==> src/design/nsc_pkg.sv <==
// Package for the NAL start code splitter.
// Shared constants, result slot and queue word types. No dependencies.
package nsc_pkg;

  // Length counter width and the clamp applied at the output field
  localparam int LEN_BITS = 16;
  localparam int LEN_OUT_BITS = 16;

  // Result slots per queue word and queue depth
  localparam int NSLOTS = 4;
  localparam int QDEPTH = 4;
  localparam int QPTR_BITS = $clog2(QDEPTH);
  localparam int QCNT_BITS = $clog2(QDEPTH + 1);
  localparam int SLOT_BITS = $clog2(NSLOTS);

  // Start code bytes
  localparam logic [7:0] BYTE_ZERO = 8'h00;
  localparam logic [7:0] BYTE_ONE = 8'h01;

  // End reason codes
  localparam logic REASON_CODE = 1'b0;
  localparam logic REASON_EOS = 1'b1;

  // Slot positions inside a queue word
  localparam int SLOT_HELD = 0;
  localparam int SLOT_ZERO0 = 1;
  localparam int SLOT_ZERO1 = 2;
  localparam int SLOT_TAIL = 3;

  // One pending result byte
  typedef struct packed {
    logic [7:0] nal_byte;
    logic       first;
    logic       last;
    logic       reason;
  } slot_t;

  // One queue word: the results caused by one input word
  typedef struct packed {
    logic [NSLOTS-1:0]        valid;
    slot_t [NSLOTS-1:0]       slot;
  } entry_t;

  // Front to queue write request
  typedef struct packed {
    logic   push;
    entry_t entry;
  } push_t;

  // Queue status toward front and back
  typedef struct packed {
    logic   full;
    logic   head_valid;
    entry_t head;
  } qstat_t;

endpackage

==> src/design/nsc_if.sv <==
// Valid/ready channel interfaces for the splitter input and result streams.
// Depends on nothing.
interface nsc_in_if;
  logic       valid;
  logic       ready;
  logic [7:0] stream_byte;
  logic       end_of_stream;

  modport source (output valid, output stream_byte, output end_of_stream, input ready);
  modport sink (input valid, input stream_byte, input end_of_stream, output ready);
endinterface

interface nsc_out_if;
  logic        valid;
  logic        ready;
  logic [7:0]  nal_byte;
  logic        first_of_nal;
  logic        last_of_nal;
  logic [15:0] nal_length;
  logic        end_reason;

  modport source (output valid, output nal_byte, output first_of_nal, output last_of_nal,
                  output nal_length, output end_reason, input ready);
  modport sink (input valid, input nal_byte, input first_of_nal, input last_of_nal,
                input nal_length, input end_reason, output ready);
endinterface

==> src/design/nsc_front.sv <==
// Front end: start code search and hold-back of zeros and the pending byte. Uses nsc_pkg.
// Turns each accepted word with results into one queue word of up to four result slots.
module nsc_front (
  input  logic            clk,
  input  logic            rst_n,
  input  logic            accept,
  input  logic [7:0]      stream_byte,
  input  logic            end_of_stream,
  output nsc_pkg::push_t  push_o
);

  logic       in_unit_r, in_unit_nxt;
  logic [1:0] zero_run_r, zero_run_nxt;
  logic [7:0] held_byte_r, held_byte_nxt;
  logic       held_valid_r, held_valid_nxt;
  logic       held_first_r, held_first_nxt;

  nsc_pkg::entry_t ent;

  // Next state and result slots for the current word
  always_comb begin
    in_unit_nxt    = in_unit_r;
    zero_run_nxt   = zero_run_r;
    held_byte_nxt  = held_byte_r;
    held_valid_nxt = held_valid_r;
    held_first_nxt = held_first_r;
    ent = '0;

    // Held byte never carries last here unless a start code or a zero run ends the unit
    ent.slot[nsc_pkg::SLOT_HELD].nal_byte = held_byte_r;
    ent.slot[nsc_pkg::SLOT_HELD].first    = held_first_r;
    ent.slot[nsc_pkg::SLOT_ZERO0].nal_byte = nsc_pkg::BYTE_ZERO;
    ent.slot[nsc_pkg::SLOT_ZERO0].first    = !held_valid_r;
    ent.slot[nsc_pkg::SLOT_ZERO1].nal_byte = nsc_pkg::BYTE_ZERO;
    ent.slot[nsc_pkg::SLOT_TAIL].nal_byte  = stream_byte;
    ent.slot[nsc_pkg::SLOT_TAIL].first     = !held_valid_r && (zero_run_r == 2'd0);

    if (!in_unit_r) begin
      // Search for two or more zeros followed by one
      if (end_of_stream) begin
        zero_run_nxt   = 2'd0;
        held_valid_nxt = 1'b0;
        held_first_nxt = 1'b0;
      end else if (stream_byte == nsc_pkg::BYTE_ZERO) begin
        if (zero_run_r != 2'd2) zero_run_nxt = zero_run_r + 2'd1;
      end else if (stream_byte == nsc_pkg::BYTE_ONE && zero_run_r == 2'd2) begin
        in_unit_nxt    = 1'b1;
        zero_run_nxt   = 2'd0;
        held_valid_nxt = 1'b0;
        held_first_nxt = 1'b0;
      end else begin
        zero_run_nxt = 2'd0;
      end
    end else if (end_of_stream) begin
      // Flush held byte, held zeros and this byte as the unit tail
      ent.valid[nsc_pkg::SLOT_HELD]  = held_valid_r;
      ent.valid[nsc_pkg::SLOT_ZERO0] = (zero_run_r != 2'd0);
      ent.valid[nsc_pkg::SLOT_ZERO1] = (zero_run_r == 2'd2);
      ent.valid[nsc_pkg::SLOT_TAIL]  = 1'b1;
      ent.slot[nsc_pkg::SLOT_TAIL].last   = 1'b1;
      ent.slot[nsc_pkg::SLOT_TAIL].reason = nsc_pkg::REASON_EOS;
      in_unit_nxt    = 1'b0;
      zero_run_nxt   = 2'd0;
      held_valid_nxt = 1'b0;
      held_first_nxt = 1'b0;
    end else if (zero_run_r == 2'd2 &&
                 (stream_byte == nsc_pkg::BYTE_ZERO || stream_byte == nsc_pkg::BYTE_ONE)) begin
      // Zero run or start code closes the unit on the held byte
      ent.valid[nsc_pkg::SLOT_HELD] = held_valid_r;
      ent.slot[nsc_pkg::SLOT_HELD].last   = 1'b1;
      ent.slot[nsc_pkg::SLOT_HELD].reason = nsc_pkg::REASON_CODE;
      held_valid_nxt = 1'b0;
      held_first_nxt = 1'b0;
      if (stream_byte == nsc_pkg::BYTE_ONE) begin
        in_unit_nxt  = 1'b1;
        zero_run_nxt = 2'd0;
      end else begin
        in_unit_nxt  = 1'b0;
        zero_run_nxt = 2'd2;
      end
    end else if (stream_byte == nsc_pkg::BYTE_ZERO) begin
      // Hold the zero back
      zero_run_nxt = zero_run_r + 2'd1;
    end else begin
      // Release held byte and zeros, hold this byte
      ent.valid[nsc_pkg::SLOT_HELD]  = held_valid_r;
      ent.valid[nsc_pkg::SLOT_ZERO0] = (zero_run_r != 2'd0);
      ent.valid[nsc_pkg::SLOT_ZERO1] = (zero_run_r == 2'd2);
      zero_run_nxt   = 2'd0;
      held_byte_nxt  = stream_byte;
      held_valid_nxt = 1'b1;
      held_first_nxt = !held_valid_r && (zero_run_r == 2'd0);
    end
  end

  assign push_o.push  = accept && (ent.valid != '0);
  assign push_o.entry = ent;

  // Advance search state on each accepted word
  always_ff @(posedge clk) begin
    if (!rst_n) begin
      in_unit_r    <= 1'b0;
      zero_run_r   <= 2'd0;
      held_valid_r <= 1'b0;
      held_first_r <= 1'b0;
    end else if (accept) begin
      in_unit_r    <= in_unit_nxt;
      zero_run_r   <= zero_run_nxt;
      held_valid_r <= held_valid_nxt;
      held_first_r <= held_first_nxt;
    end
  end

  // Hold the pending byte
  always_ff @(posedge clk) begin
    if (accept) held_byte_r <= held_byte_nxt;
  end

endmodule

==> src/design/nsc_queue.sv <==
// Short queue of result words between the front end and the back end.
// Register file with read and write pointers. Uses nsc_pkg.
module nsc_queue (
  input  logic             clk,
  input  logic             rst_n,
  input  nsc_pkg::push_t   push_i,
  input  logic             pop,
  output nsc_pkg::qstat_t  stat_o
);

  nsc_pkg::entry_t mem_r [nsc_pkg::QDEPTH];
  logic [nsc_pkg::QPTR_BITS-1:0] wr_ptr_r, rd_ptr_r;
  logic [nsc_pkg::QCNT_BITS-1:0] count_r;

  logic do_pop;

  assign do_pop            = pop && (count_r != '0);
  assign stat_o.full       = (count_r == nsc_pkg::QCNT_BITS'(nsc_pkg::QDEPTH));
  assign stat_o.head_valid = (count_r != '0);
  assign stat_o.head       = mem_r[rd_ptr_r];

  // Advance pointers and count
  always_ff @(posedge clk) begin
    if (!rst_n) begin
      wr_ptr_r <= '0;
      rd_ptr_r <= '0;
      count_r  <= '0;
    end else begin
      if (push_i.push) wr_ptr_r <= wr_ptr_r + 1'b1;
      if (do_pop) rd_ptr_r <= rd_ptr_r + 1'b1;
      if (push_i.push && !do_pop) count_r <= count_r + 1'b1;
      else if (!push_i.push && do_pop) count_r <= count_r - 1'b1;
    end
  end

  // Store pushed word
  always_ff @(posedge clk) begin
    if (push_i.push) mem_r[wr_ptr_r] <= push_i.entry;
  end

endmodule

==> src/design/nsc_back.sv <==
// Back end: walks the slots of the head queue word, one result per cycle while the
// output is not stalled, counts unit length and drives the output register. Uses nsc_pkg.
module nsc_back (
  input  logic             clk,
  input  logic             rst_n,
  input  nsc_pkg::qstat_t  stat_i,
  output logic             pop,
  output logic             out_valid,
  input  logic             out_ready,
  output logic [7:0]       nal_byte,
  output logic             first_of_nal,
  output logic             last_of_nal,
  output logic [15:0]      nal_length,
  output logic             end_reason
);

  localparam logic [nsc_pkg::LEN_BITS-1:0] LEN_MAX = '1;

  logic [nsc_pkg::NSLOTS-1:0] done_r;
  logic [nsc_pkg::LEN_BITS-1:0] len_r, len_nxt;
  logic                         out_valid_r;
  logic [7:0]                   byte_r;
  logic                         first_r, last_r, reason_r;
  logic [nsc_pkg::LEN_OUT_BITS-1:0] length_r, length_nxt;

  logic [nsc_pkg::NSLOTS-1:0] pending, sel_oh, rest;
  logic [nsc_pkg::SLOT_BITS-1:0] sel;
  logic                          load;
  nsc_pkg::slot_t                cur;
  logic [31:0]                   len_wide;

  // Pick lowest pending slot of the head word
  always_comb begin
    pending = stat_i.head.valid & ~done_r;
    sel = '0;
    for (int i = nsc_pkg::NSLOTS - 1; i >= 0; i--) begin
      if (pending[i]) sel = nsc_pkg::SLOT_BITS'(i);
    end
    sel_oh = nsc_pkg::NSLOTS'(1) << sel;
    rest   = pending & ~sel_oh;
    cur    = stat_i.head.slot[sel];
  end

  assign load = stat_i.head_valid && (!out_valid_r || out_ready);
  assign pop  = load && (rest == '0);

  // Length count, restart on first byte, saturate, clamp for output
  always_comb begin
    if (cur.first) len_nxt = nsc_pkg::LEN_BITS'(1);
    else if (len_r == LEN_MAX) len_nxt = len_r;
    else len_nxt = len_r + 1'b1;
    len_wide = 32'(len_nxt);
    if (!cur.last) length_nxt = '0;
    else if (len_wide > 32'(16'hFFFF)) length_nxt = 16'hFFFF;
    else length_nxt = len_wide[nsc_pkg::LEN_OUT_BITS-1:0];
  end

  // Track consumed slots and output valid
  always_ff @(posedge clk) begin
    if (!rst_n) begin
      done_r      <= '0;
      out_valid_r <= 1'b0;
    end else begin
      if (load) begin
        done_r <= (rest == '0) ? '0 : (done_r | sel_oh);
        out_valid_r <= 1'b1;
      end else if (out_ready) begin
        out_valid_r <= 1'b0;
      end
    end
  end

  // Load output payload and length counter
  always_ff @(posedge clk) begin
    if (load) begin
      len_r    <= len_nxt;
      byte_r   <= cur.nal_byte;
      first_r  <= cur.first;
      last_r   <= cur.last;
      reason_r <= cur.last & cur.reason;
      length_r <= length_nxt;
    end
  end

  assign out_valid    = out_valid_r;
  assign nal_byte     = byte_r;
  assign first_of_nal = first_r;
  assign last_of_nal  = last_r;
  assign nal_length   = length_r;
  assign end_reason   = reason_r;

endmodule

==> src/design/nal_start_code_splitter_top.sv <==
// Top level of the H.264 Annex B start code splitter.
// Instantiates nsc_front, nsc_queue and nsc_back; uses nsc_pkg and nsc_if.
//
//   channel  dir  payload                                           handshake
//   in_ch    in   stream_byte[8], end_of_stream                     valid/ready
//   out_ch   out  nal_byte[8], first_of_nal, last_of_nal,           valid/ready
//                 nal_length[16], end_reason
//
// One input word per cycle while the four-word queue has room; in_ch.ready is
// simply "queue not full". A word yields 0 to 4 result words; the back end
// sends one result word per cycle while out_ch is not stalled, so a word with
// k results holds its queue slot until all k are loaded; output is registered.
// Synchronous active-low reset clears search state, queue and output valid.
// A stall on out_ch fills the queue and then drops in_ch.ready.
module nal_start_code_splitter_top (
  input  logic        clk,
  input  logic        rst_n,
  nsc_in_if.sink      in_ch,
  nsc_out_if.source   out_ch
);

  nsc_pkg::push_t  push;
  nsc_pkg::qstat_t qstat;
  logic            accept;
  logic            pop;

  assign in_ch.ready = !qstat.full;
  assign accept      = in_ch.valid && !qstat.full;

  nsc_front u_front (
    .clk           (clk),
    .rst_n         (rst_n),
    .accept        (accept),
    .stream_byte   (in_ch.stream_byte),
    .end_of_stream (in_ch.end_of_stream),
    .push_o        (push)
  );

  nsc_queue u_queue (
    .clk    (clk),
    .rst_n  (rst_n),
    .push_i (push),
    .pop    (pop),
    .stat_o (qstat)
  );

  nsc_back u_back (
    .clk          (clk),
    .rst_n        (rst_n),
    .stat_i       (qstat),
    .pop          (pop),
    .out_valid    (out_ch.valid),
    .out_ready    (out_ch.ready),
    .nal_byte     (out_ch.nal_byte),
    .first_of_nal (out_ch.first_of_nal),
    .last_of_nal  (out_ch.last_of_nal),
    .nal_length   (out_ch.nal_length),
    .end_reason   (out_ch.end_reason)
  );

endmodule

==> src/flat_wrapper.sv <==
// flat-port wrapper written by rule: the top's interface ports become plain ports
module nal_start_code_splitter_top_flat 
  (clk, rst_n, in_ch_valid, in_ch_stream_byte, in_ch_end_of_stream, in_ch_ready, out_ch_valid, out_ch_nal_byte, out_ch_first_of_nal, out_ch_last_of_nal, out_ch_nal_length, out_ch_end_reason, out_ch_ready);
  nsc_in_if in_ch_i ();
  nsc_out_if out_ch_i ();
  input  logic clk;
  input  logic rst_n;
  input wire logic [$bits(in_ch_i.valid)-1:0] in_ch_valid;
  input wire logic [$bits(in_ch_i.stream_byte)-1:0] in_ch_stream_byte;
  input wire logic [$bits(in_ch_i.end_of_stream)-1:0] in_ch_end_of_stream;
  output wire logic [$bits(in_ch_i.ready)-1:0] in_ch_ready;
  output wire logic [$bits(out_ch_i.valid)-1:0] out_ch_valid;
  output wire logic [$bits(out_ch_i.nal_byte)-1:0] out_ch_nal_byte;
  output wire logic [$bits(out_ch_i.first_of_nal)-1:0] out_ch_first_of_nal;
  output wire logic [$bits(out_ch_i.last_of_nal)-1:0] out_ch_last_of_nal;
  output wire logic [$bits(out_ch_i.nal_length)-1:0] out_ch_nal_length;
  output wire logic [$bits(out_ch_i.end_reason)-1:0] out_ch_end_reason;
  input wire logic [$bits(out_ch_i.ready)-1:0] out_ch_ready;
  assign in_ch_i.valid = in_ch_valid;
  assign in_ch_i.stream_byte = in_ch_stream_byte;
  assign in_ch_i.end_of_stream = in_ch_end_of_stream;
  assign in_ch_ready = in_ch_i.ready;
  assign out_ch_valid = out_ch_i.valid;
  assign out_ch_nal_byte = out_ch_i.nal_byte;
  assign out_ch_first_of_nal = out_ch_i.first_of_nal;
  assign out_ch_last_of_nal = out_ch_i.last_of_nal;
  assign out_ch_nal_length = out_ch_i.nal_length;
  assign out_ch_end_reason = out_ch_i.end_reason;
  assign out_ch_i.ready = out_ch_ready;
  nal_start_code_splitter_top u_core (.clk(clk), .rst_n(rst_n), .in_ch(in_ch_i), .out_ch(out_ch_i));
endmodule
==> config.mk <==
export PLATFORM = sky130hd
export DESIGN_NAME = nal_start_code_splitter_top_flat
export DESIGN_NICKNAME = d
export VERILOG_FILES = /design/src/design/nsc_pkg.sv /design/src/design/nsc_if.sv /design/src/design/nsc_front.sv /design/src/design/nsc_queue.sv /design/src/design/nsc_back.sv /design/src/design/nal_start_code_splitter_top.sv /design/src/flat_wrapper.sv
export SDC_FILE = /design/constraint.sdc
export NUM_CORES = 1
export LEC_CHECK = 0
export BUFFER_PORTS_ARGS = -buffer_cell sky130_fd_sc_hd__buf_2
export CORE_MARGIN = 2
export CORE_UTILIZATION = 45
export CTS_CLUSTER_DIAMETER = 150
export DETAILED_ROUTE_END_ITERATION = 10
export HOLD_SLACK_MARGIN = 0.08
export PLACE_DENSITY_LB_ADDON = 0.1
export REMOVE_ABC_BUFFERS = 1
export SYNTH_ARGS = -nofsm -noshare
export SYNTH_HDL_FRONTEND = slang
export SYNTH_SLANG_ARGS = --single-unit
==> constraint.sdc <==
create_clock -name clk -period 5.95 [get_ports clk]
set_input_delay 0.2975 -clock clk [delete_from_list [all_inputs] [get_ports clk]]
set_output_delay 0.2975 -clock clk [all_outputs]
set_load 0.02 [all_outputs]
# After elaboration in Yosys (flattened, before gate mapping)
# Memories as Yosys holds them, arrays and structs flattened. A register that Yosys moved wholly into a read port is not among the register bits.
# Index checks and enable logic that the tools add are counted.
# word_totals
ramBits	108
out_inout_bits	29
word_cells	125
register_bits	68
n_memories	1
# classes
n_reduce_logical	29
n_lt_le_gt_ge	1
muxes	54
n_bitwise	9
n_addsub	6
shift	1
eq_ne	8
# memory_table
memory	words	word_bits	rd	rd_ports_with_merged_regs	wr	line_no	rtl
u_core.u_queue.mem_r	4	27	1	1	1	nsc_queue.sv:11	nsc_pkg::entry_t mem_r [nsc_pkg::QDEPTH];
# op_table
cell	count
2-to-1 mux 2 bit	20
2-to-1 mux 16 bit	2
2-to-1 mux 1 bit	24
binary-select mux 11 bit (select 2 bit)	1
adder 16 x 1 -> 16 bit (second input constant)	1
equality test 16 bit (second input constant)	1
2-to-1 mux 3 bit	4
2-to-1 mux 11 bit	1
logical AND 1 bit	10
bitwise AND 4 bit	2
equality test 8 x 1 -> 1 bit (second input constant)	1
zero test 8 bit	1
2-to-1 mux 4 bit	2
inverter 4 bit	2
adder 2 x 1 -> 2 bit (second input constant)	3
nonzero test 2 bit	3
nonzero test 3 bit	2
zero test 1 bit	5
AND reduction 5 bit	1
zero test 4 bit	1
!= test 4 bit (second input constant)	1
bitwise OR 4 bit	1
AND reduction 4 bit	1
nonzero test 4 bit	1
other kinds (14)	17

# Logic depth before layout (Yosys ltp)
# Gate-level depths: netlist of the first run.
# logic_depth
word_depth	15
ltp_mapped	12
depth_no_buf	12

# Modules after synthesis
# Synthesis of the first run repeated with hierarchy kept, for this count alone.
# unflattened
cells_unflattened	606
area_unflattened_um2	10795.4
# by_module_without_submodules
module	cells_per_inst	n_inst	seq_area_each_um2	area_each_um2
nsc_queue	293	1	5945.7	7378.3
nsc_back	214	1	1391.3	2481.1
nsc_front	97	1	340.3	925.9
nal_start_code_splitter_top	2	1	0.0	10.0

# Worst setup path before layout of the first run
# No wires, ideal clock.
# synth_path
path_kind	register to register
from	reg u_core.u_queue.count_r[0] (netlist bit)
to	reg u_core.u_queue.count_r[2] (netlist bit)
arrival_ps	4262
required_ps	5874
synth_period_minus_slack_ps	4338
path_buffers	0
setup_time_ps	76
slack_ps	1612
stages_incl_launch_ff	12
cell_sequence	dfxtp_1 -> nor3_1 -> a21oi_1 -> inv_1 -> a21oi_1 -> inv_1 -> ha_1 -> inv_1 -> fa_1 -> xor2_1 -> or3_1 -> a21boi_0
# synth_between
elab_chain_cells	7
word_cells_on_any_way	17
cone_classes	2 x add/sub; 1 x eq/ne; 2 x mux; 12 x reduce/logical
# synth_lines
item	line_no	rtl
start, declared	nsc_queue.sv:13	logic [nsc_pkg::QCNT_BITS-1:0] count_r;
start signal, assigned	nsc_queue.sv:31	if (push_i.push && !do_pop) count_r <= count_r + 1'b1;
start signal, assigned	nsc_queue.sv:32	else if (!push_i.push && do_pop) count_r <= count_r - 1'b1;
nonzero test 3 bit (*)	nsc_queue.sv:19	assign stat_o.head_valid = (count_r != '0);
logical AND 1 bit (*)	nsc_back.sv:44	assign load = stat_i.head_valid && (!out_valid_r || out_ready);
net u_core.u_back.load	nsc_back.sv:28	logic load;
logical AND 1 bit (*)	nsc_back.sv:45	assign pop = load && (rest == '0);
logical AND 1 bit (*)	nsc_queue.sv:17	assign do_pop = pop && (count_r != '0);
zero test 1 bit	nsc_queue.sv:31	
logical AND 1 bit	nsc_queue.sv:31	
2-to-1 mux 3 bit / nonzero test 2 bit (equally long branches)	n/a	
# Mark *: on every way through the listed nets, which the timed path passes. The rest lies on a longest branch. The select of a mux whose other input is x is not followed.
# A chain may end at the register's enable or synchronous reset.

==> results of run 1 <==
==> metrics by stage <==
stage / utilization (%) / cells / hold WS (ps) / total power (W)
2_1_floorplan: - / 416 / 396 / 0.00149
3_3_place_gp: 48.7 / 654 / 460 / 0.00156
3_5_place_dp: 48.7 / 654 / 458 / 0.00156
4_1_cts: 52.7 / 685 / 111 / 0.00265
5_1_grt: 52.7 / 685 / 125 / 0.00272
6_report: 52.7 / 685 / 130 / 0.00263
==> placed cells by master, fill, tap and decap left out, drive strengths merged, types with 5 or more instances in the layout <==
master	count
o21ai	9
and3	5
ha	8
clkbuf	17
nand3	9
inv	18
a22o	8
nor2	16
nand2b	7
nor3	23
nor2b	7
mux4	21
and2	11
nor4	17
edfxtp	147
mux2i	12
buf	50
xor2	8
a21oi	9
nand2	18
xnor2	6
clkinv	6
dfxtp	19
==> registers in the layout, summed over array words and instances, names as in the netlist, 2 cells and up, named ones only <==
name	flops
u_core.u_back.done_r	4
u_core.u_back.len_r	16
u_core.u_back.nal_byte	8
u_core.u_back.nal_length	16
u_core.u_front.held_byte_r	8
u_core.u_front.zero_run_r	2
u_core.u_queue.count_r	3
u_core.u_queue.mem_r	96
u_core.u_queue.rd_ptr_r	2
u_core.u_queue.wr_ptr_r	2
==> critical path, cell delays in order (launching register included) <==
cell      delay [ps]
dfxtp_2          940
mux4_2           650
nand2b_4         130
a32oi_1          150
nor2b_2          820
buf_4            360
nor4_2            70
==> power by group <==
| group | switching [W] | internal (W) |
|---|---|---|
| Clock | 0.000438 | 0.000654 |
| Sequential | 0.0000258 | 0.00131 |
| Combinational | 0.000128 | 0.0000681 |
| Total | 0.000592 | 0.00203 |
==> final timing paths <==
| check | endpoint | cells past startpoint |
|---|---|---|
| max | u_core.u_back.nal_length[15]$_SDFFCE_PN0P_ | 6 |
| min | u_core.u_queue.mem_r[0][22]$_DFFE_PP_ | 1 |
| max reg2reg | u_core.u_back.nal_length[15]$_SDFFCE_PN0P_ | 6 |
| min reg2reg | u_core.u_back.done_r[0]$_SDFFE_PN0P_ | 2 |
==> routing by layer <==
metal  wire length (um)  up-vias  global-route usage, %
met2               6060       60                   25.8
li1                   -     1788                      -
met1               5750     1915                   21.6
met5                  0        -                      0
met3                391       14                   4.05
met4                157        0                   5.82
==> kinds of logic (layout without fill, tap and decap cells) <==
family,Yosys count,count (layout),synth area share (%)
buffers and inverters,33,98,2.19
adders and majority gates,9,9,1.74
AOI/OAI and AO/OA,53,53,5.46
muxes,34,34,8.73
xor gates and xnor gates,14,14,1.77
DFF,166,166,69.3
and+or+nand+nor,123,123,10.8
==> timing repair <==
item	4_1_cts	5_1_grt
gates resized for setup	0	0
hold buffers	1	0
endpoints found under the hold margin	1	0
==> cell type report <==
cell class              instances  area (um2)
clock buffers                  17         425
clock inverters                13         155
fillers                      1279        7140
inverters                      17        63.8
multi-input cells             233        1990
flip-flops and latches        166        4800
well taps                     188         235
repair buffers                 51         283
==> metrics.cfg, run 1 <==
[layout]
area_delta_synth_final_pct=14.8
fin_area_um2=7950
drive_gt1_share_pct=24.7
diodes=0
final_nets=508

[detailed_routing]
routed_via_density=5.51
wirelength_um=12400
wl_per_cell_um=18.0
dr.pass1.iters=5
via_count=3777
antenna_left=0
drc=0
drt-initial-drc-count=275

[global_routing]
grt_pass1_wl_um=19900
grt_overflow=0
grt_max_degree=48
grt_pass1_vias=3812
antenna_found_initial=0
grtUsageTotal_pct=16.1

[cts]
clock_path_buffers=2
clock_sinks=166
cts-root-buf=clkbuf_16
clock_latency_ps=420
cts_setup_buffers=0
clk_pin_slew_worst_paths_ps=70
cts_max_level=4
cts_tree=done
cts_buffers=17

[place]
gp_congestion=0.826
pre_cts_ws_ps=2440
placed_cell_area_um2=7360
portBuffers=41
dp_hpwl_um=7450

[worst_setup_path]
end_kind=flop
required_ps=6090
cp-start-kind=flop
rrSetupSlack_ps=2550
path_class=flop to flop
crit_arrival_ps=3540
cp_max_fo=27

[sta]
setup_ws_ps=2550
finalCritPeriodShare_pct=57.2
setup_viol=0
tightest_slew_ps=1040
fmax_ghz=0.294
drv_slew=0
hold_viol_final=0
fin_crit_ps=3400
relSlewSlack_pct=30.1
skew_ps=15.1
fin_tns_setup_ps=0
rsz0062_at_grt=no

[logic_synthesis]
yosys_warnings=0
synth-edff-count=147
ys_seq_elements=166
synth_most_common_cell=edfxtp_1
yosys-top-cells-area=edfxtp_1 (64%), mux4_2 (6.8%), dfxtp_1 (5.5%), nor4_2 (2.7%), mux2i_1 (1.7%)
ys.flop_type=edfxtp_1
synth_top_cells_by_count=edfxtp_1 (147), nor3_1 (23), mux4_2 (21), dfxtp_1 (19), nand2_1 (18)
yosysTopAreaCellShare_pct=63.8
synth-async-reset-ratio_pct=0
yosys.cell_types.count=52
synth_area_per_cell_um2=16.0
synth_top_area_cell=edfxtp_1
synth_area_um2=6920
syn_inst=432
yosysSeqAreaShare_pct=69.3

[floorplan]
fp.coreArea_um2=15100
initial_core_util_pct=45.9
die_area_um2=16400
ioPinCount=42
die_w_um=128
die_y_um=128
rows=45

[job]
drv_cap=0

[power_and_ir_drop]
power.leakage_nw=2.59
p_per_area_nw_per_um2=330
ir_drop_mv=0.208

[hold_path]
hold_class=input pin to flop
hp-start=in_ch_stream_byte[7]

[status]
status=finished clean

Power figures use the tool's default switching activity.
==> run 2: changes to the inputs <==
--- a/config.mk
+++ b/config.mk
@@ -5,6 +5,7 @@
 export SDC_FILE = /design/constraint.sdc
 export NUM_CORES = 1
 export LEC_CHECK = 0
+export ABC_AREA = 1
 export BUFFER_PORTS_ARGS = -buffer_cell sky130_fd_sc_hd__buf_2
 export CORE_MARGIN = 2
 export CORE_UTILIZATION = 45
==> constraint.sdc (replaced) <==
create_clock -name clk -period 3.56 [get_ports clk]
set_input_delay 0.178 -clock clk [delete_from_list [all_inputs] [get_ports clk]]
set_output_delay 0.178 -clock clk [all_outputs]
set_load 0.02 [all_outputs]
==> metrics.cfg, run 2 <==
[layout]
final_common_cell=edfxtp_1  ; unchanged
largest-register=u_core.u_queue.mem_r  ; unchanged
diodes=0  ; unchanged
final_cell_mix=edfxtp_1 (147), inv_1 (92), nand2_1 (85)  ; was edfxtp_1 (147), buf_2 (41), nor3_1 (23)
final_util_pct=53.3  ; was 52.7%
fillers=1401  ; was 1,279
area_delta_synth_final_pct=16.8  ; was 14.8%
finalNonFillerCells=939  ; was 685
final_nets=732  ; was 508
drive_gt1_share_pct=17.6  ; was 24.7%
largest_reg_flops=96  ; unchanged

[logic_synthesis]
synth_area_per_cell_um2=11.1  ; was 16.0 um2
synth_most_common_cell=edfxtp_1  ; unchanged
synth-edff-count=147  ; unchanged
yosys_warnings=0  ; unchanged
synth_mux_area_share_pct=0  ; was 8.73%
synth_top_family_by_area=simple AND/OR/NAND/NOR gates  ; unchanged
synth_area_um2=7170  ; was 6920 um2
ys.flop_type=edfxtp_1  ; unchanged
synth_compound_area_share_pct=8.10  ; was 5.46%
synth-async-reset-ratio_pct=0  ; unchanged
synth-simple-area-share_pct=16.0  ; was 10.8%
yosys.cell_types.count=36  ; was 52
yosys-top-cells-area=edfxtp_1 (62%), dfxtp_1 (5.3%), inv_1 (4.8%), nand2_1 (4.5%), nor2_1 (4.2%)  ; was edfxtp_1 (64%), mux4_2 (6.8%), dfxtp_1 (5.5%), nor4_2 (2.7%), mux2i_1 (1.7%)
syn_inst=648  ; was 432
ys_seq_elements=166  ; unchanged
synthXorXnorAreaFrac_pct=0.856  ; was 1.77%
synth_top_cells_by_count=edfxtp_1 (147), inv_1 (92), nand2_1 (85), nor2_1 (81), o21ai_0 (48)  ; was edfxtp_1 (147), nor3_1 (23), mux4_2 (21), dfxtp_1 (19), nand2_1 (18)
yosys.area_share.adder_pct=1.68  ; was 1.74%
yosysTopAreaCellShare_pct=61.6  ; was 63.8%
synth_top_area_cell=edfxtp_1  ; unchanged
yosysSeqAreaShare_pct=66.9  ; was 69.3%

[worst_setup_path]
endpoint=u_core.u_queue.count_r[1]$_SDFFE_PN0P_  ; was u_core.u_back.nal_length[15]$_SDFFCE_PN0P_
r2r-start=u_core.u_front.zero_run_r[0]$_SDFFE_PN0P_
rrSetupSlack_ps=750  ; was 2550 ps
cp-start-kind=input pin  ; was flop
end_kind=flop  ; unchanged
r2r_end=u_core.u_queue.count_r[2]$_SDFFE_PN0P_  ; was u_core.u_back.nal_length[15]$_SDFFCE_PN0P_
critPathLaunch=in_ch_stream_byte[7]
path_class=input pin to flop  ; was flop to flop
cp_max_fo=7  ; was 27
crit_arrival_ps=3370  ; was 3540 ps
required_ps=3870  ; was 6090 ps
ff2ff_path_depth=18  ; was 6

[detailed_routing]
wirelength_um=14400  ; was 12,400 um
wl_per_cell_um=15.4  ; was 18.0 um
antenna_left=0  ; unchanged
via_count=4755  ; was 3,777
dr.pass1.iters=5  ; unchanged
drc=0  ; unchanged
routed_via_density=5.06  ; was 5.51
drt-initial-drc-count=490  ; was 275

[sta]
holdWs_ps=129  ; was 130 ps
fmax_ghz=0.327
tightest_slew_ps=647  ; was 1040 ps
relSlewSlack_pct=56.9  ; was 30.1%
skew_ps=17.2  ; was 15.1 ps
hold_viol_final=0  ; unchanged
finalCritPeriodShare_pct=85.9
setup_viol=0  ; unchanged
fin_crit_ps=3060
rsz0062_at_grt=no  ; unchanged
fin_tns_setup_ps=0  ; unchanged
drv_slew=0  ; unchanged

[power_and_ir_drop]
seqPwrFrac_pct=47.4  ; was 51.0%
combPwrFrac_pct=14.4  ; was 7.5%
p_clk_share_pct=38.3  ; was 41.6%
total_power_w=0.00490  ; was 0.00263 W
p_int_w=0.00361  ; was 0.00203 W
ir_drop_mv=0.380  ; was 0.208 mV
switchingPower_w=0.00130  ; was 0.000592 W
power.leakage_nw=3.25  ; was 2.59 nW
swShare_pct=26.5  ; was 22.5%
p_per_area_nw_per_um2=586  ; was 330 nW/um2

[place]
portBuffers=41  ; unchanged
gp_congestion=0.838  ; was 0.826
dp.cells=898  ; was 654
dp_hpwl_um=8910  ; was 7450 um

[global_routing]
grt_overflow=0  ; unchanged
antenna_found_initial=0  ; unchanged
grtUsageTotal_pct=18.3  ; was 16.1%
grt_pass1_wl_um=23200  ; was 19,900 um
grt_pass1_vias=4487  ; was 3,812
grt_max_degree=49  ; was 48

[cts]
cts_tree=done  ; unchanged
cts_buffers=17  ; unchanged
postCtsHoldBufs=9  ; was 1
cts_setup_buffers=0  ; unchanged
clock_path_buffers=2  ; unchanged
clk_pin_slew_worst_paths_ps=60  ; was 70 ps
ctsResizeCount=0  ; unchanged
cts-root-buf=clkbuf_16  ; unchanged
clock_latency_ps=430  ; was 420 ps
cts_max_level=4  ; unchanged
clock_sinks=166  ; unchanged

[hold_path]
hold_class=input pin to flop  ; unchanged

[status]
status=finished clean  ; unchanged

[floorplan]
die_area_um2=16900  ; was 16,400 um2
ioPinCount=42  ; unchanged
initial_core_util_pct=45.6  ; was 45.9%
die_w_um=130  ; was 128 um
die_y_um=130  ; was 128 um
fp.coreArea_um2=15700  ; was 15,100 um2
rows=46  ; was 45

[job]
drv_cap=0  ; unchanged

==> run 2: cell type report <==
cell class              count  area (um2)  share of cell area [%]
flip-flops and latches    166        4790                    57.3
multi-input cells         368        1960                    23.4
clock buffers              18         429                    5.13
repair buffers             62         385                    4.60
inverters                  95         357                    4.26
well taps                 216         270                    3.23
clock inverters            14         176                    2.11
==> run 2: how the worst min path moves through the flow <==
stage                                     from                                 endpoint  slack (ps)  depth (start not counted)
after global routing       in_ch_end_of_stream    u_core.u_front.in_unit_r$_SDFFE_PN0P_         150                          4
after detailed placement  in_ch_stream_byte[6]    u_core.u_queue.mem_r[3][21]$_DFFE_PP_         440                          1
final                      in_ch_end_of_stream    u_core.u_front.in_unit_r$_SDFFE_PN0P_         130                          4
after global placement    in_ch_stream_byte[4]    u_core.u_queue.mem_r[3][19]$_DFFE_PP_         420                          1
after CTS                  in_ch_end_of_stream    u_core.u_front.in_unit_r$_SDFFE_PN0P_         110                          4
after floorplan           in_ch_stream_byte[0]  u_core.u_front.held_byte_r[0]$_DFFE_PP_         280                          0
==> run 2: power groups by stage <==
stage | Sequential, W | Combinational, W | Clock [W]
2_1_floorplan | 0.00244 | 0.000422 | 0
3_3_place_gp | 0.00236 | 0.000688 | 0
3_5_place_dp | 0.00236 | 0.000702 | 0
4_1_cts | 0.00232 | 0.000718 | 0.00191
5_1_grt | 0.00233 | 0.000800 | 0.00199
6_report | 0.00232 | 0.000705 | 0.00188
==> run 2: critical path: stages <==
cell,delay (ps)
dlygate4sd3_1,530
buf_2,150
nor2_1,120
nand2_1,160
nor3_2,370
nand3_1,200
nand2_1,100
inv_1,80
nor2_1,90
nand3_1,130
nand2_1,90
buf_4,180
inv_1,90
ha_1,180
inv_1,90
fa_1,420
o21ai_0,150
a21oi_1,50
==> run 2: logic make-up after synthesis <==
family	count (synthesis)
adder cells (fa/ha/maj)	9
buffers and inverters	114
AO/OA/AOI/OAI	100
XOR/XNOR	7
flip-flops	166
AND/OR/NAND/NOR	252
==> run 2: per-layer routing <==
layer | routed length [um] | vias up | share of wire (%) | track usage, %
li1 | - | 2348 | - | -
met2 | 6710 | 112 | 47 | 28.8
met4 | 96 | 0 | 0.67 | 4.62
met1 | 7010 | 2286 | 49 | 25.3
met5 | 0 | - | 0 | 0
met3 | 602 | 9 | 4.2 | 4.92
==> run 2: per-stage QoR <==
stage	setup slack (ps)	instance area, um2
global route	193	8370
floorplan	-956	7060
detailed placement	635	7670
finish	501	8370
CTS	537	8370
global placement	756	7670
